### src/sv/polyphonic_linear_envelope_vca_defines.svh
// Assertion macros shared by the envelope amplifier RTL.
// Depends on nothing; included by files that carry concurrent assertions.
`ifndef POLYPHONIC_LINEAR_ENVELOPE_VCA_DEFINES_SVH
`define POLYPHONIC_LINEAR_ENVELOPE_VCA_DEFINES_SVH

// Same-cycle implication, checked at every rising clock edge outside reset.
`define PLEVCA_ASSERT_NOW(label, clk, rst, ante, cons, msg) \
   label: assert property (@(posedge clk) disable iff (rst) (ante) |-> (cons)) \
      else $error(msg);

// Next-cycle implication, checked at every rising clock edge outside reset.
`define PLEVCA_ASSERT_NEXT(label, clk, rst, ante, cons, msg) \
   label: assert property (@(posedge clk) disable iff (rst) (ante) |=> (cons)) \
      else $error(msg);

`endif

### src/sv/plevca_pkg.sv
// Package for the polyphonic envelope amplifier: item types, voice state, constants.
// Depends on nothing; used by the top level.
`default_nettype none

package plevca_pkg;

   localparam int VOICES   = 8;
   localparam int VOICE_AW = (VOICES > 1) ? $clog2(VOICES) : 1;

   // Item kinds.
   localparam logic KIND_NOTE   = 1'b0;
   localparam logic KIND_SAMPLE = 1'b1;

   // Configuration register indexes.
   localparam logic [1:0] CSR_AMP_MAX      = 2'd0;
   localparam logic [1:0] CSR_ATTACK_STEP  = 2'd1;
   localparam logic [1:0] CSR_RELEASE_STEP = 2'd2;

   localparam logic [15:0] FULL_SCALE         = 16'd32768;
   localparam logic [15:0] AMP_MAX_RESET      = 16'd32768;
   localparam logic [15:0] ATTACK_STEP_RESET  = 16'd137;
   localparam logic [15:0] RELEASE_STEP_RESET = 16'd137;

   // Division by 127 of a value below 2**22 as a multiply by ceil(2**29 / 127).
   localparam int          PROD_W      = 22;
   localparam int          RECIP_SHIFT = 29;
   localparam logic [22:0] RECIP_K     = 23'd4227331;

   // Rounding offset for the Q1.15 product.
   localparam logic signed [33:0] ROUND_HALF = 34'sd16384;

   // Result queue.
   localparam int FIFO_DEPTH = 8;
   localparam int FIFO_AW    = $clog2(FIFO_DEPTH);
   localparam int PEND_W     = $clog2(FIFO_DEPTH + 1);

   typedef struct packed {
      logic              kind;
      logic [2:0]        voice;
      logic [6:0]        velocity;
      logic signed [15:0] sample_in;
   } req_type;

   typedef struct packed {
      logic [2:0]        voice_out;
      logic signed [15:0] sample_out;
      logic              still_active;
   } rsp_type;

   typedef struct packed {
      logic        gate_open;
      logic [15:0] amplitude;
      logic [15:0] target_level;
      logic        voice_on;
   } voice_state_type;

   localparam int STATE_W = $bits(voice_state_type);

endpackage

`default_nettype wire

### src/sv/polyphonic_linear_envelope_vca.sv
// Polyphonic linear attack/release envelope amplifier, top level.
// Depends on plevca_pkg, plevca_ram and polyphonic_linear_envelope_vca_defines.svh.
//
// The req channel carries items of two kinds. A note item opens a voice's gate
// (nonzero velocity) or closes it (zero velocity) and yields no result. A sample
// item moves that voice's amplitude one step and yields one rsp item holding the
// scaled sample and whether the voice is still active afterwards.
// The csr port writes amp_max, attack_step and release_step; it is to be used
// only while the block is idle, which the block itself does not enforce.
// Throughput is one item per cycle while req_ready stays high. Every item passes
// through a five-stage pipeline built around a voice state RAM: the read of the
// voice state is issued in stage 2, and the state is updated and written back in
// stage 3, with the previous write forwarded when the same voice follows directly.
// A sample item's result is written from stage 5 into an eight-entry result queue
// and offered on rsp_valid from there. When the receiver stalls, the queue absorbs
// results; req_ready drops only once the items in flight plus the queued results
// reach the queue depth, so no result is ever lost. Reset is synchronous: the
// registers return to their defaults and every voice reads as silent and inactive.

`default_nettype none

`include "polyphonic_linear_envelope_vca_defines.svh"

module polyphonic_linear_envelope_vca
   import plevca_pkg::*;
(
   input  logic        clock,
   input  logic        reset,
   input  logic        req_valid,
   output logic        req_ready,
   input  req_type     req_data,
   output logic        rsp_valid,
   input  logic        rsp_ready,
   output rsp_type     rsp_data,
   input  logic        csr_wen,
   input  logic [1:0]  csr_index,
   input  logic [15:0] csr_wdata
);

   // Configuration registers.
   logic [15:0] amp_max_ff;
   logic [15:0] attack_step_ff;
   logic [15:0] release_step_ff;

   always_ff @(posedge clock) begin
      if (reset) begin
         amp_max_ff      <= AMP_MAX_RESET;
         attack_step_ff  <= ATTACK_STEP_RESET;
         release_step_ff <= RELEASE_STEP_RESET;
      end else if (csr_wen) begin
         case (csr_index)
            CSR_AMP_MAX:      amp_max_ff      <= csr_wdata;
            CSR_ATTACK_STEP:  attack_step_ff  <= csr_wdata;
            CSR_RELEASE_STEP: release_step_ff <= csr_wdata;
            default: ;
         endcase
      end
   end

   // Flow control: pending counts accepted items not yet dropped or delivered.
   logic              req_accept;
   logic              rsp_pop;
   logic              note_drop;
   logic [PEND_W-1:0] pending_ff;
   logic [PEND_W-1:0] pending_in;

   assign req_ready  = (pending_ff < PEND_W'(FIFO_DEPTH));
   assign req_accept = req_valid & req_ready;

   always_comb begin
      pending_in = pending_ff;
      if (req_accept) begin
         pending_in = pending_in + PEND_W'(1);
      end
      if (rsp_pop) begin
         pending_in = pending_in - PEND_W'(1);
      end
      if (note_drop) begin
         pending_in = pending_in - PEND_W'(1);
      end
   end

   // Stage 1: accepted item; the clipped amp_max is multiplied by the velocity.
   logic          s1_valid_ff;
   req_type       s1_item_ff;
   logic [15:0]   amp_lim;
   logic [22:0]   s2_prod_full;

   assign amp_lim      = (amp_max_ff > FULL_SCALE) ? FULL_SCALE : amp_max_ff;
   assign s2_prod_full = {7'd0, amp_lim} * {16'd0, s1_item_ff.velocity};

   // Stage 2: divide the product by 127 and issue the state RAM read.
   logic              s2_valid_ff;
   req_type           s2_item_ff;
   logic [PROD_W-1:0] s2_prod_ff;
   logic [44:0]       s3_recip_full;
   logic [15:0]       s3_target_in;
   logic              s2_in_range;
   logic [VOICE_AW-1:0] s2_addr;

   assign s3_recip_full = {23'd0, s2_prod_ff} * {22'd0, RECIP_K};
   assign s3_target_in  = s3_recip_full[RECIP_SHIFT+15:RECIP_SHIFT];
   assign s2_in_range   = (int'(s2_item_ff.voice) < VOICES);
   assign s2_addr       = s2_item_ff.voice[VOICE_AW-1:0];

   // Stage 3: read-modify-write of the voice state.
   logic                s3_valid_ff;
   req_type             s3_item_ff;
   logic [15:0]         s3_target_ff;
   logic                s3_mem_valid_ff;
   logic                s3_in_range;
   logic [VOICE_AW-1:0] s3_addr;
   logic [STATE_W-1:0]  ram_rdata;
   voice_state_type     cur_state;
   voice_state_type     nxt_state;
   logic [15:0]         s4_amp_in;
   logic                s4_still_in;
   logic [16:0]         rise_sum;
   logic                state_wr;

   // Entries never written since reset read as zero through these bits.
   logic [VOICES-1:0]   entry_valid_ff;

   // Write of the previous cycle, forwarded when the same voice follows.
   logic                fwd_valid_ff;
   logic [VOICE_AW-1:0] fwd_addr_ff;
   voice_state_type     fwd_state_ff;

   assign s3_in_range = (int'(s3_item_ff.voice) < VOICES);
   assign s3_addr     = s3_item_ff.voice[VOICE_AW-1:0];
   assign state_wr    = s3_valid_ff & s3_in_range;
   assign note_drop   = s3_valid_ff & (s3_item_ff.kind == KIND_NOTE);

   plevca_ram #(
      .WIDTH (STATE_W),
      .DEPTH (VOICES)
   ) u_state_ram (
      .clock   (clock),
      .wr_en   (state_wr),
      .wr_addr (s3_addr),
      .wr_data (nxt_state),
      .rd_addr (s2_addr),
      .rd_data (ram_rdata)
   );

   always_comb begin
      if (fwd_valid_ff && (fwd_addr_ff == s3_addr)) begin
         cur_state = fwd_state_ff;
      end else if (s3_mem_valid_ff) begin
         cur_state = voice_state_type'(ram_rdata);
      end else begin
         cur_state = '0;
      end

      nxt_state   = cur_state;
      rise_sum    = {1'b0, cur_state.amplitude} + {1'b0, attack_step_ff};
      s4_amp_in   = FULL_SCALE;
      s4_still_in = 1'b0;

      if (s3_item_ff.kind == KIND_NOTE) begin
         if (s3_item_ff.velocity != 7'd0) begin
            nxt_state.gate_open    = 1'b1;
            nxt_state.target_level = s3_target_ff;
            nxt_state.amplitude    = 16'd0;
            nxt_state.voice_on     = 1'b1;
         end else if (cur_state.voice_on) begin
            nxt_state.gate_open = 1'b0;
         end
      end else if (s3_in_range && cur_state.voice_on) begin
         if (cur_state.gate_open) begin
            if (rise_sum > {1'b0, cur_state.target_level}) begin
               nxt_state.amplitude = cur_state.target_level;
            end else begin
               nxt_state.amplitude = rise_sum[15:0];
            end
         end else if (cur_state.amplitude < release_step_ff) begin
            nxt_state.amplitude = 16'd0;
         end else begin
            nxt_state.amplitude = cur_state.amplitude - release_step_ff;
         end
         // A closed gate at zero amplitude ends the voice after this sample.
         nxt_state.voice_on = cur_state.gate_open | (nxt_state.amplitude != 16'd0);
         s4_amp_in          = nxt_state.amplitude;
         s4_still_in        = nxt_state.voice_on;
      end
   end

   // Stage 4: sample times amplitude. A sample of an inactive voice uses full
   // scale, which passes it through unchanged.
   logic                s4_valid_ff;
   logic [2:0]          s4_voice_ff;
   logic signed [15:0]  s4_sample_ff;
   logic [15:0]         s4_amp_ff;
   logic                s4_still_ff;
   logic signed [32:0]  s5_prod_in;

   assign s5_prod_in = s4_sample_ff * $signed({1'b0, s4_amp_ff});

   // Stage 5: round half up, shift back to Q1.15 and saturate.
   logic                s5_valid_ff;
   logic [2:0]          s5_voice_ff;
   logic                s5_still_ff;
   logic signed [32:0]  s5_prod_ff;
   logic signed [33:0]  rounded;
   logic signed [18:0]  scaled;
   rsp_type             push_item;

   assign rounded = $signed({s5_prod_ff[32], s5_prod_ff}) + ROUND_HALF;
   assign scaled  = rounded[33:15];

   always_comb begin
      push_item.voice_out    = s5_voice_ff;
      push_item.still_active = s5_still_ff;
      if (scaled > 19'sd32767) begin
         push_item.sample_out = 16'sh7fff;
      end else if (scaled < -19'sd32768) begin
         push_item.sample_out = 16'sh8000;
      end else begin
         push_item.sample_out = scaled[15:0];
      end
   end

   // Pipeline registers.
   always_ff @(posedge clock) begin
      if (reset) begin
         s1_valid_ff    <= 1'b0;
         s2_valid_ff    <= 1'b0;
         s3_valid_ff    <= 1'b0;
         s4_valid_ff    <= 1'b0;
         s5_valid_ff    <= 1'b0;
         fwd_valid_ff   <= 1'b0;
         entry_valid_ff <= '0;
         pending_ff     <= '0;
      end else begin
         s1_valid_ff  <= req_accept;
         s2_valid_ff  <= s1_valid_ff;
         s3_valid_ff  <= s2_valid_ff;
         s4_valid_ff  <= s3_valid_ff & (s3_item_ff.kind == KIND_SAMPLE);
         s5_valid_ff  <= s4_valid_ff;
         fwd_valid_ff <= state_wr;
         if (state_wr) begin
            entry_valid_ff[s3_addr] <= 1'b1;
         end
         pending_ff <= pending_in;
      end
   end

   always_ff @(posedge clock) begin
      s1_item_ff      <= req_data;
      s2_item_ff      <= s1_item_ff;
      s2_prod_ff      <= s2_prod_full[PROD_W-1:0];
      s3_item_ff      <= s2_item_ff;
      s3_target_ff    <= s3_target_in;
      s3_mem_valid_ff <= s2_in_range & entry_valid_ff[s2_addr];
      fwd_addr_ff     <= s3_addr;
      fwd_state_ff    <= nxt_state;
      s4_voice_ff     <= s3_item_ff.voice;
      s4_sample_ff    <= s3_item_ff.sample_in;
      s4_amp_ff       <= s4_amp_in;
      s4_still_ff     <= s4_still_in;
      s5_voice_ff     <= s4_voice_ff;
      s5_still_ff     <= s4_still_ff;
      s5_prod_ff      <= s5_prod_in;
   end

   // Result queue.
   rsp_type            fifo_mem_ff [FIFO_DEPTH];
   logic [FIFO_AW-1:0] fifo_wr_ptr_ff;
   logic [FIFO_AW-1:0] fifo_rd_ptr_ff;
   logic [PEND_W-1:0]  fifo_count_ff;
   logic [PEND_W-1:0]  fifo_count_in;

   assign rsp_valid = (fifo_count_ff != '0);
   assign rsp_data  = fifo_mem_ff[fifo_rd_ptr_ff];
   assign rsp_pop   = rsp_valid & rsp_ready;

   always_comb begin
      fifo_count_in = fifo_count_ff;
      if (s5_valid_ff) begin
         fifo_count_in = fifo_count_in + PEND_W'(1);
      end
      if (rsp_pop) begin
         fifo_count_in = fifo_count_in - PEND_W'(1);
      end
   end

   always_ff @(posedge clock) begin
      if (reset) begin
         fifo_wr_ptr_ff <= '0;
         fifo_rd_ptr_ff <= '0;
         fifo_count_ff  <= '0;
      end else begin
         if (s5_valid_ff) begin
            fifo_wr_ptr_ff <= fifo_wr_ptr_ff + FIFO_AW'(1);
         end
         if (rsp_pop) begin
            fifo_rd_ptr_ff <= fifo_rd_ptr_ff + FIFO_AW'(1);
         end
         fifo_count_ff <= fifo_count_in;
      end
   end

   always_ff @(posedge clock) begin
      if (s5_valid_ff) begin
         fifo_mem_ff[fifo_wr_ptr_ff] <= push_item;
      end
   end

   // The credit count never exceeds the queue depth.
   `PLEVCA_ASSERT_NOW(a_pending_bound, clock, reset, 1'b1,
      pending_ff <= PEND_W'(FIFO_DEPTH), "pending item count exceeds queue depth")

   // Queued results are always covered by the credit count.
   `PLEVCA_ASSERT_NOW(a_queue_in_credit, clock, reset, 1'b1,
      fifo_count_ff <= pending_ff, "result queue holds more than the pending items")

   // A result never arrives at a full queue.
   `PLEVCA_ASSERT_NOW(a_no_overflow, clock, reset, s5_valid_ff,
      (fifo_count_ff < PEND_W'(FIFO_DEPTH)) || rsp_pop, "result pushed into a full queue")

   // A note-on leaves its voice active with the gate open and zero amplitude.
   `PLEVCA_ASSERT_NEXT(a_note_on_state, clock, reset,
      state_wr && (s3_item_ff.kind == KIND_NOTE) && (s3_item_ff.velocity != 7'd0),
      fwd_valid_ff && fwd_state_ff.voice_on && fwd_state_ff.gate_open &&
      (fwd_state_ff.amplitude == 16'd0), "note-on did not restart the voice")

endmodule

`default_nettype wire

### src/sv/plevca_ram.sv
// Generic single-port-write, single-port-read RAM with a registered read.
// Depends on nothing; a read of the address written in the same cycle returns old data.
`default_nettype none

module plevca_ram #(
   parameter int WIDTH = 8,
   parameter int DEPTH = 8
) (
   input  logic                     clock,
   input  logic                     wr_en,
   input  logic [$clog2(DEPTH)-1:0] wr_addr,
   input  logic [WIDTH-1:0]         wr_data,
   input  logic [$clog2(DEPTH)-1:0] rd_addr,
   output logic [WIDTH-1:0]         rd_data
);

   logic [WIDTH-1:0] mem_ff [DEPTH];
   logic [WIDTH-1:0] rd_data_ff;

   always_ff @(posedge clock) begin
      if (wr_en) begin
         mem_ff[wr_addr] <= wr_data;
      end
      rd_data_ff <= mem_ff[rd_addr];
   end

   assign rd_data = rd_data_ff;

endmodule

`default_nettype wire

### config.mk
export PLATFORM = sky130hd
export DESIGN_NAME = polyphonic_linear_envelope_vca
export DESIGN_NICKNAME = d
export VERILOG_FILES = /design/src/sv/plevca_pkg.sv /design/src/sv/polyphonic_linear_envelope_vca.sv /design/src/sv/plevca_ram.sv
export VERILOG_INCLUDE_DIRS = /design/src /design/src/sv
export SDC_FILE = /design/constraint.sdc
export NUM_CORES = 2
export LEC_CHECK = 0
export BUFFER_PORTS_ARGS = -buffer_cell sky130_fd_sc_hd__buf_2
export CAP_MARGIN = 30
export CORE_UTILIZATION = 25
export DETAILED_ROUTE_END_ITERATION = 12
export HOLD_SLACK_MARGIN = 0.1
export PLACE_DENSITY = 0.48
export SLEW_MARGIN = 10
export SYNTH_ARGS = -nofsm -noshare
export SYNTH_HDL_FRONTEND = slang
export SYNTH_SLANG_ARGS = --single-unit
### constraint.sdc
create_clock -name clock -period 6.23 [get_ports clock]
set_clock_uncertainty 0.2 [all_clocks]
set_input_delay 0.623 -clock clock [delete_from_list [all_inputs] [get_ports clock]]
set_output_delay 0.623 -clock clock [all_outputs]
set_load 0.01 [all_outputs]
Word-level counts from Yosys, hierarchy flattened
Memory sizes are Yosys's and may differ from the RTL's. A register that Yosys moved wholly into a read port is not among the register bits.
Cells that the tools add are included.
{"block": "word_totals", "reg_bits": 303, "mem_bits_rw": 432, "in_bits": 50, "word_cells": 118, "memories": 2}
{"memory": "u_state_ram.mem_ff", "depth": 8, "width": 34, "read_ports": 1, "rd_ports_with_merged_regs": 1, "wr": 1, "line_no": "plevca_ram.sv:17", "source": "logic [WIDTH-1:0] mem_ff [DEPTH];"}
{"memory": "fifo_mem_ff", "depth": 8, "width": 20, "read_ports": 1, "rd_ports_with_merged_regs": 1, "wr": 1, "line_no": "polyphonic_linear_envelope_vca.sv:267", "source": "rsp_type fifo_mem_ff [FIFO_DEPTH];"}
{"block": "classes", "n_addsub": 10, "multipliers": 3, "n_lt_le_gt_ge": 9, "n_eq_ne": 3, "mux": 34, "bitwise": 7, "reduce_logical": 10}
{"op": "16-bit two-way mux", "count": 11}
{"op": "34-bit two-way mux", "count": 2}
{"op": "22-bit by 23-bit multiplier with 45-bit output (second input constant)", "count": 1}
{"op": "33-bit by 16-bit adder with 34-bit output (second input constant)", "count": 1}
{"op": "16-bit by 17-bit multiplier with 33-bit output", "count": 1}
{"op": "33-bit two-way mux", "count": 1}
{"op": "16-bit by 7-bit multiplier with 22-bit output", "count": 1}
{"op": "4-bit two-way mux", "count": 5}
{"op": "19-bit by 16-bit greater-than comparator with 1-bit output (second input constant)", "count": 1}
{"op": "19-bit by 16-bit < comparator with 1-bit output (second input constant)", "count": 1}
{"op": "16-bit by 16-bit adder with 17-bit output", "count": 1}
{"op": "17-bit by 16-bit greater-than comparator with 1-bit output", "count": 1}
{"op": "16-bit greater-than comparator (second input constant)", "count": 1}
{"op": "16-bit < comparator", "count": 1}
{"op": "16-bit nonzero test", "count": 1}
{"op": "16-bit subtractor", "count": 1}
{"op": "4-bit by 1-bit subtractor with 4-bit output (second input constant)", "count": 3}
{"op": "1-bit two-way mux", "count": 11}
{"op": "4-bit by 1-bit adder with 4-bit output (second input constant)", "count": 2}
{"op": "3-bit by 4-bit < comparator with 1-bit output (second input constant)", "count": 2}
{"op": "8-bit OR", "count": 1}
{"op": "2-bit AND reduction", "count": 4}
{"op": "7-bit nonzero test", "count": 1}
{"op": "3-bit by 1-bit adder with 3-bit output (second input constant)", "count": 2}
{"op": "other kinds (14)", "count": 19}

Longest topological paths before layout
{"block": "logic_depth", "word_depth": 13, "depth_mapped": 29}

By module
Synthesis repeated with hierarchy kept, for this count alone.
{"block": "hier_totals", "hier_cells": 3574, "hier_area_um2": 43445.4}
{"mod": "polyphonic_linear_envelope_vca", "n_inst": 1, "cells_per_inst": 3133, "area_each_um2": 32362.3, "seq_area_each_um2": 10650.2}
{"mod": "plevca_ram", "n_inst": 1, "cells_per_inst": 441, "area_each_um2": 11083.1, "seq_area_each_um2": 8848.5}

Worst setup path after synthesis
OpenSTA, ideal clock, no wires.
{"block": "synth_timing", "path_kind": "register to register", "from": "reg s4_amp_ff[13]", "to": "reg s5_prod_ff[32]", "setup_ns": 0.072, "arrival_time_ns": 6.444, "slack_ns": -0.486, "stages_incl_launch_ff": 25, "path_cell_list": "dfxtp_1 clkbuf_1 nand2_1 fa_1 inv_1 fa_1 inv_1 fa_1 inv_1 fa_1 inv_1 fa_1 inv_1 fa_1 ha_1 a211o_1 o221ai_1 a21o_1 a21oi_1 a211oi_2 o21ai_1 o41ai_2 nor2_1 a2111oi_0 xnor2_1"}
{"block": "synth_via", "elab_chain_len": 1}
{"element": "start: declaration", "line_no": "polyphonic_linear_envelope_vca.sv:193", "source": "logic [15:0] s4_amp_ff;"}
{"element": "start signal: assignment", "line_no": "polyphonic_linear_envelope_vca.sv:259", "source": "s4_amp_ff <= s4_amp_in;"}
{"element": "16-bit by 17-bit multiplier with 33-bit output", "line_no": "polyphonic_linear_envelope_vca.sv:197", "source": "assign s5_prod_in = s4_sample_ff * $signed({1'b0, s4_amp_ff});"}
{"element": "via s5_prod_in[32]", "line_no": "polyphonic_linear_envelope_vca.sv:195", "source": "logic signed [32:0] s5_prod_in;"}
{"element": "end signal: assignment", "line_no": "polyphonic_linear_envelope_vca.sv:263", "source": "s5_prod_ff <= s5_prod_in;"}
{"element": "end: declaration", "line_no": "polyphonic_linear_envelope_vca.sv:203", "source": "logic signed [32:0] s5_prod_ff;"}
The timed path passes the listed nets, and every way through them passes these cells.
A chain may end at the register's enable or synchronous reset.

Worst setup path after layout
{"block": "layout_timing", "from": "reg s4_amp_ff[12]", "to": "reg s5_prod_ff[32]"}
The elaborated chain is that of the path after synthesis.

==> metrics.log <==
[metrics] run status: finished clean
[metrics] H-tree lvl count: 3
[metrics] count of max-cap constraint violations: 0
[metrics] element type at the critical path end: flip-flop
[metrics] maximum number of pins on one net before global-route repair: 77
[metrics] Post-Synthesis Net Count: 4254
[metrics] Bufs on Longest Clock Path: 3
[metrics] final-report setup violation count: 0
[metrics] hold path start: s2_item_ff[16]$_DFF_P_
[metrics] static leakage power: 0.0217 uW
[metrics] NumNets Final: 4649
[metrics] number of buffers inserted during clock tree synthesis: 84
[metrics] DIE WIDTH: 417 um
[metrics] Routability Congestion: 0.871
[metrics] proportion of synthesized chip area in sequential cells: 45.4%
[metrics] Synth Register Bits: 758
[metrics] TritonCTS clock tree: done
[metrics] number of antenna-violating nets in the routed design: 0
[metrics] number of vias per cell: 4.33
[metrics] async set or reset register ratio after synthesis: 0%
[metrics] Final Util: 30.5%
[metrics] post-route DRC violation count: 0
[metrics] kind of critical path: reg2reg
[metrics] type of origin of the critical path: flip-flop
[metrics] endpoints failing hold: 0
[metrics] worst ir drop on vdd: 0.201 mV
[metrics] RSZ-0062 raised after global routing: yes
[metrics] Pre-Repair DR Iteration Count: 5
[metrics] number of global-route vias before repair: 28500
[metrics] Warnings, synthesis: 0
[metrics] global-route wire length before repair: 167000 um
[metrics] portion of the clock cycle consumed by the worst path in the final layout: 98.9%
[metrics] clk slew on worst S/H paths: 60 ps
[metrics] fraction of final layout cells sized beyond drive strength 1: 20.2%
[metrics] ys flop type: sky130_fd_sc_hd__edfxtp_1
[metrics] mean post-synth cell area: 12.2 um2
[metrics] total area of multi-input combinational cells: 0.0219 mm2
[metrics] clock latency at the later pin of the worst-skew pair: 720 ps
[metrics] Max FO, Critical Path: 3
[metrics] minimum setup slack among reg-to-reg paths: 70 ps
[metrics] I/O pin total: 72
[metrics] area of the core: 0.170 mm2
[metrics] Clock Sink Count: 758
[metrics] Initial Util: 25.3%
[metrics] number of slew-limit violations in the final report: 0
[metrics] type of the tightest min-delay check: reg2reg
[metrics] post-synth design cell area: 0.0430 mm2
[metrics] Die Area: 0.174 mm2
[metrics] number of enable flip-flop cells after synthesis: 432
[metrics] Register Area: 0.0196 mm2
[metrics] number of DRC markers after the initial detailed-route iteration: 1287
[metrics] transition time at the pin with the least slew margin: 936 ps
[metrics] count of port buffers added during placement: 71
[metrics] average detailed-routed wire length per instance: 17.2 um
[metrics] highest clock frequency the design can meet: 162 MHz
[metrics] count of vias placed by the detailed router: 26900
[metrics] height of the die: 417 um
[metrics] total of fill cells in the finished design: 17400
[metrics] worst r2r src: s4_amp_ff[12]$_SDFF_PN0_
[metrics] Final Critical Period: 6160 ps
[metrics] growth of design area from synthesis to finish: 20.6%
[metrics] HPWL after detailed placement: 78000 um
[metrics] PwrDens: 240 mW/mm2
[metrics] setup total negative slack: 0 ps
[metrics] clk root buf: sky130_fd_sc_hd__clkbuf_16
[metrics] highest-count cells in the layout ignoring fill and taps: sky130_fd_sc_hd__edfxtp_1 (432), sky130_fd_sc_hd__inv_1 (422), sky130_fd_sc_hd__nand2_1 (409), sky130_fd_sc_hd__ha_1 (379), sky130_fd_sc_hd__dfxtp_1 (296)
[metrics] distinct cell type count after synthesis: 81
[metrics] arrival time at the worst endpoint: 6560 ps
[metrics] number of cell rows: 151
[metrics] antenna violations before repair: 0
[metrics] Critical path origin: s4_amp_ff[12]$_SDFF_PN0_
[metrics] total wire length after detailed routing: 107000 um
[metrics] tightest slew margin relative to the limit: 37.6%
[metrics] post-synthesis instance total: 3526
[metrics] most common cell after layout, fill and taps aside: sky130_fd_sc_hd__edfxtp_1
[metrics] global route overflow: 0
[metrics] Req. time, crit path: 6630 ps
[metrics] global-route usage over all layers: 12.4%
==> what timing repair did <==
action	CTS	global route
pin swaps	9	25
hold buffers	44	0
setup endpoints to repair	63	178
resized for setup	24	66
cloned	1	1
buffers inserted	9	4
hold endpoints to repair	76	0
==> flip-flops by register name, summed over array words and instances, names as in the netlist, 22 cells and up, named ones only <==
name                 flops
s2_item_ff              24
s3_item_ff              24
u_state_ram.mem_ff     272
fifo_mem_ff            160
s2_prod_ff              22
u_state_ram.rd_data     34
s1_item_ff              27
fwd_state_ff            34
==> cell usage after synthesis (10+ instances only) <==
| master | n | area [um2] |
|---|---|---|
| sky130_fd_sc_hd__a211oi_1 | 12 | 90.1 |
| sky130_fd_sc_hd__a21o_1 | 20 | 150 |
| sky130_fd_sc_hd__a21oi_1 | 141 | 706 |
| sky130_fd_sc_hd__a31o_2 | 11 | 96.3 |
| sky130_fd_sc_hd__a31oi_1 | 10 | 62.6 |
| sky130_fd_sc_hd__and2_1 | 132 | 826 |
| sky130_fd_sc_hd__and3_1 | 26 | 163 |
| sky130_fd_sc_hd__buf_1 | 17 | 63.8 |
| sky130_fd_sc_hd__clkbuf_1 | 98 | 368 |
| sky130_fd_sc_hd__dfxtp_1 | 326 | 6530 |
| sky130_fd_sc_hd__edfxtp_1 | 432 | 13000 |
| sky130_fd_sc_hd__fa_1 | 295 | 5910 |
| sky130_fd_sc_hd__ha_1 | 383 | 4790 |
| sky130_fd_sc_hd__inv_1 | 427 | 1600 |
| sky130_fd_sc_hd__mux2_2 | 57 | 642 |
| sky130_fd_sc_hd__mux4_2 | 110 | 2480 |
| sky130_fd_sc_hd__nand2_1 | 414 | 1550 |
| sky130_fd_sc_hd__nand2b_1 | 33 | 206 |
| sky130_fd_sc_hd__nand3_1 | 46 | 230 |
| sky130_fd_sc_hd__nand4_1 | 16 | 100 |
| sky130_fd_sc_hd__nor2_1 | 139 | 522 |
| sky130_fd_sc_hd__nor2b_1 | 30 | 188 |
| sky130_fd_sc_hd__nor3_1 | 27 | 135 |
| sky130_fd_sc_hd__o21a_1 | 23 | 173 |
| sky130_fd_sc_hd__o21ai_0 | 56 | 280 |
| sky130_fd_sc_hd__xnor2_1 | 71 | 622 |
| sky130_fd_sc_hd__xor2_1 | 38 | 333 |
==> area by class of cell <==
class / count / share of cell area, %
Inverter: 427 / 3.09
Tap cell: 2218 / 5.36
Clock buffer: 114 / 4.43
Timing Repair Buffer: 423 / 6.19
Sequential cell: 758 / 37.8
Clock inverter: 41 / 0.927
Antenna cell: 2 / 0.00966
Multi-Input combinational cell: 2227 / 42.2
==> metrics by stage <==
| stage | cell area, um2 | power [uW] | hold slack [ps] | std cells | setup WS (ps) |
|---|---|---|---|---|---|
| 6_report | 51800 | 12400 | 107 | 6210 | 68.1 |
| 2_1_floorplan | 43100 | 6970 | 110 | 3526 | -6.27 |
| 5_1_grt | 51800 | 13100 | 116 | 6208 | -208 |
| 3_5_place_dp | 48100 | 7600 | 112 | 5991 | -402 |
| 4_1_cts | 51500 | 12600 | 108 | 6200 | 4.49 |
| 3_3_place_gp | 48100 | 7580 | 112 | 5984 | -329 |
==> critical path, stage by stage (launching register included) <==
cell	delay (ps)
sky130_fd_sc_hd__dfxtp_4	400
sky130_fd_sc_hd__nand2_2	70
sky130_fd_sc_hd__fa_1	530
sky130_fd_sc_hd__inv_2	40
sky130_fd_sc_hd__fa_1	540
sky130_fd_sc_hd__inv_2	40
sky130_fd_sc_hd__fa_1	490
sky130_fd_sc_hd__inv_1	50
sky130_fd_sc_hd__fa_1	540
sky130_fd_sc_hd__inv_2	40
sky130_fd_sc_hd__fa_1	530
sky130_fd_sc_hd__inv_1	50
sky130_fd_sc_hd__fa_1	520
sky130_fd_sc_hd__ha_4	210
sky130_fd_sc_hd__a211o_1	290
sky130_fd_sc_hd__nor2_2	150
sky130_fd_sc_hd__a21o_1	140
sky130_fd_sc_hd__a21oi_2	50
sky130_fd_sc_hd__a211oi_2	230
sky130_fd_sc_hd__buf_4	160
sky130_fd_sc_hd__o21ai_4	60
sky130_fd_sc_hd__o41ai_4	270
sky130_fd_sc_hd__nor2_1	90
sky130_fd_sc_hd__a2111oi_2	240
sky130_fd_sc_hd__xnor2_1	110
==> cell families after synthesis <==
kind of cell / share of synthesized area [%]
compound gates: 5.41
fa+ha+maj: 24.9
xor+xnor: 2.22
flops: 45.4
buf+inv: 4.76
simple gates: 9.92
mux: 7.43
==> per-layer routing <==
layer | global-route usage, % | part of all wire, % | routed length (um)
met2 | 21.5 | 49 | 52800
met3 | 1.64 | 2.9 | 3070
met5 | 0 | 0 | 0
met1 | 16.1 | 45 | 48400
met4 | 3.73 | 2.4 | 2610
==> path summary, 6_finish.rpt <==
path / cells past startpoint / endpoint
min: 0 / s3_item_ff[16]$_DFF_P_
max: 24 / s5_prod_ff[32]$_DFF_P_
min reg2reg: 0 / s3_item_ff[16]$_DFF_P_
max reg2reg: 24 / s5_prod_ff[32]$_DFF_P_
==> power breakdown <==
| part | total [uW] | switching [uW] | internal [uW] | leakage, uW |
|---|---|---|---|---|
| registers | 5690 | 152 | 5540 | 0.00674 |
| logic | 1820 | 987 | 833 | 0.0136 |
| clock network | 4920 | 2120 | 2800 | 0.00134 |
(Power assumes the default switching activity.)
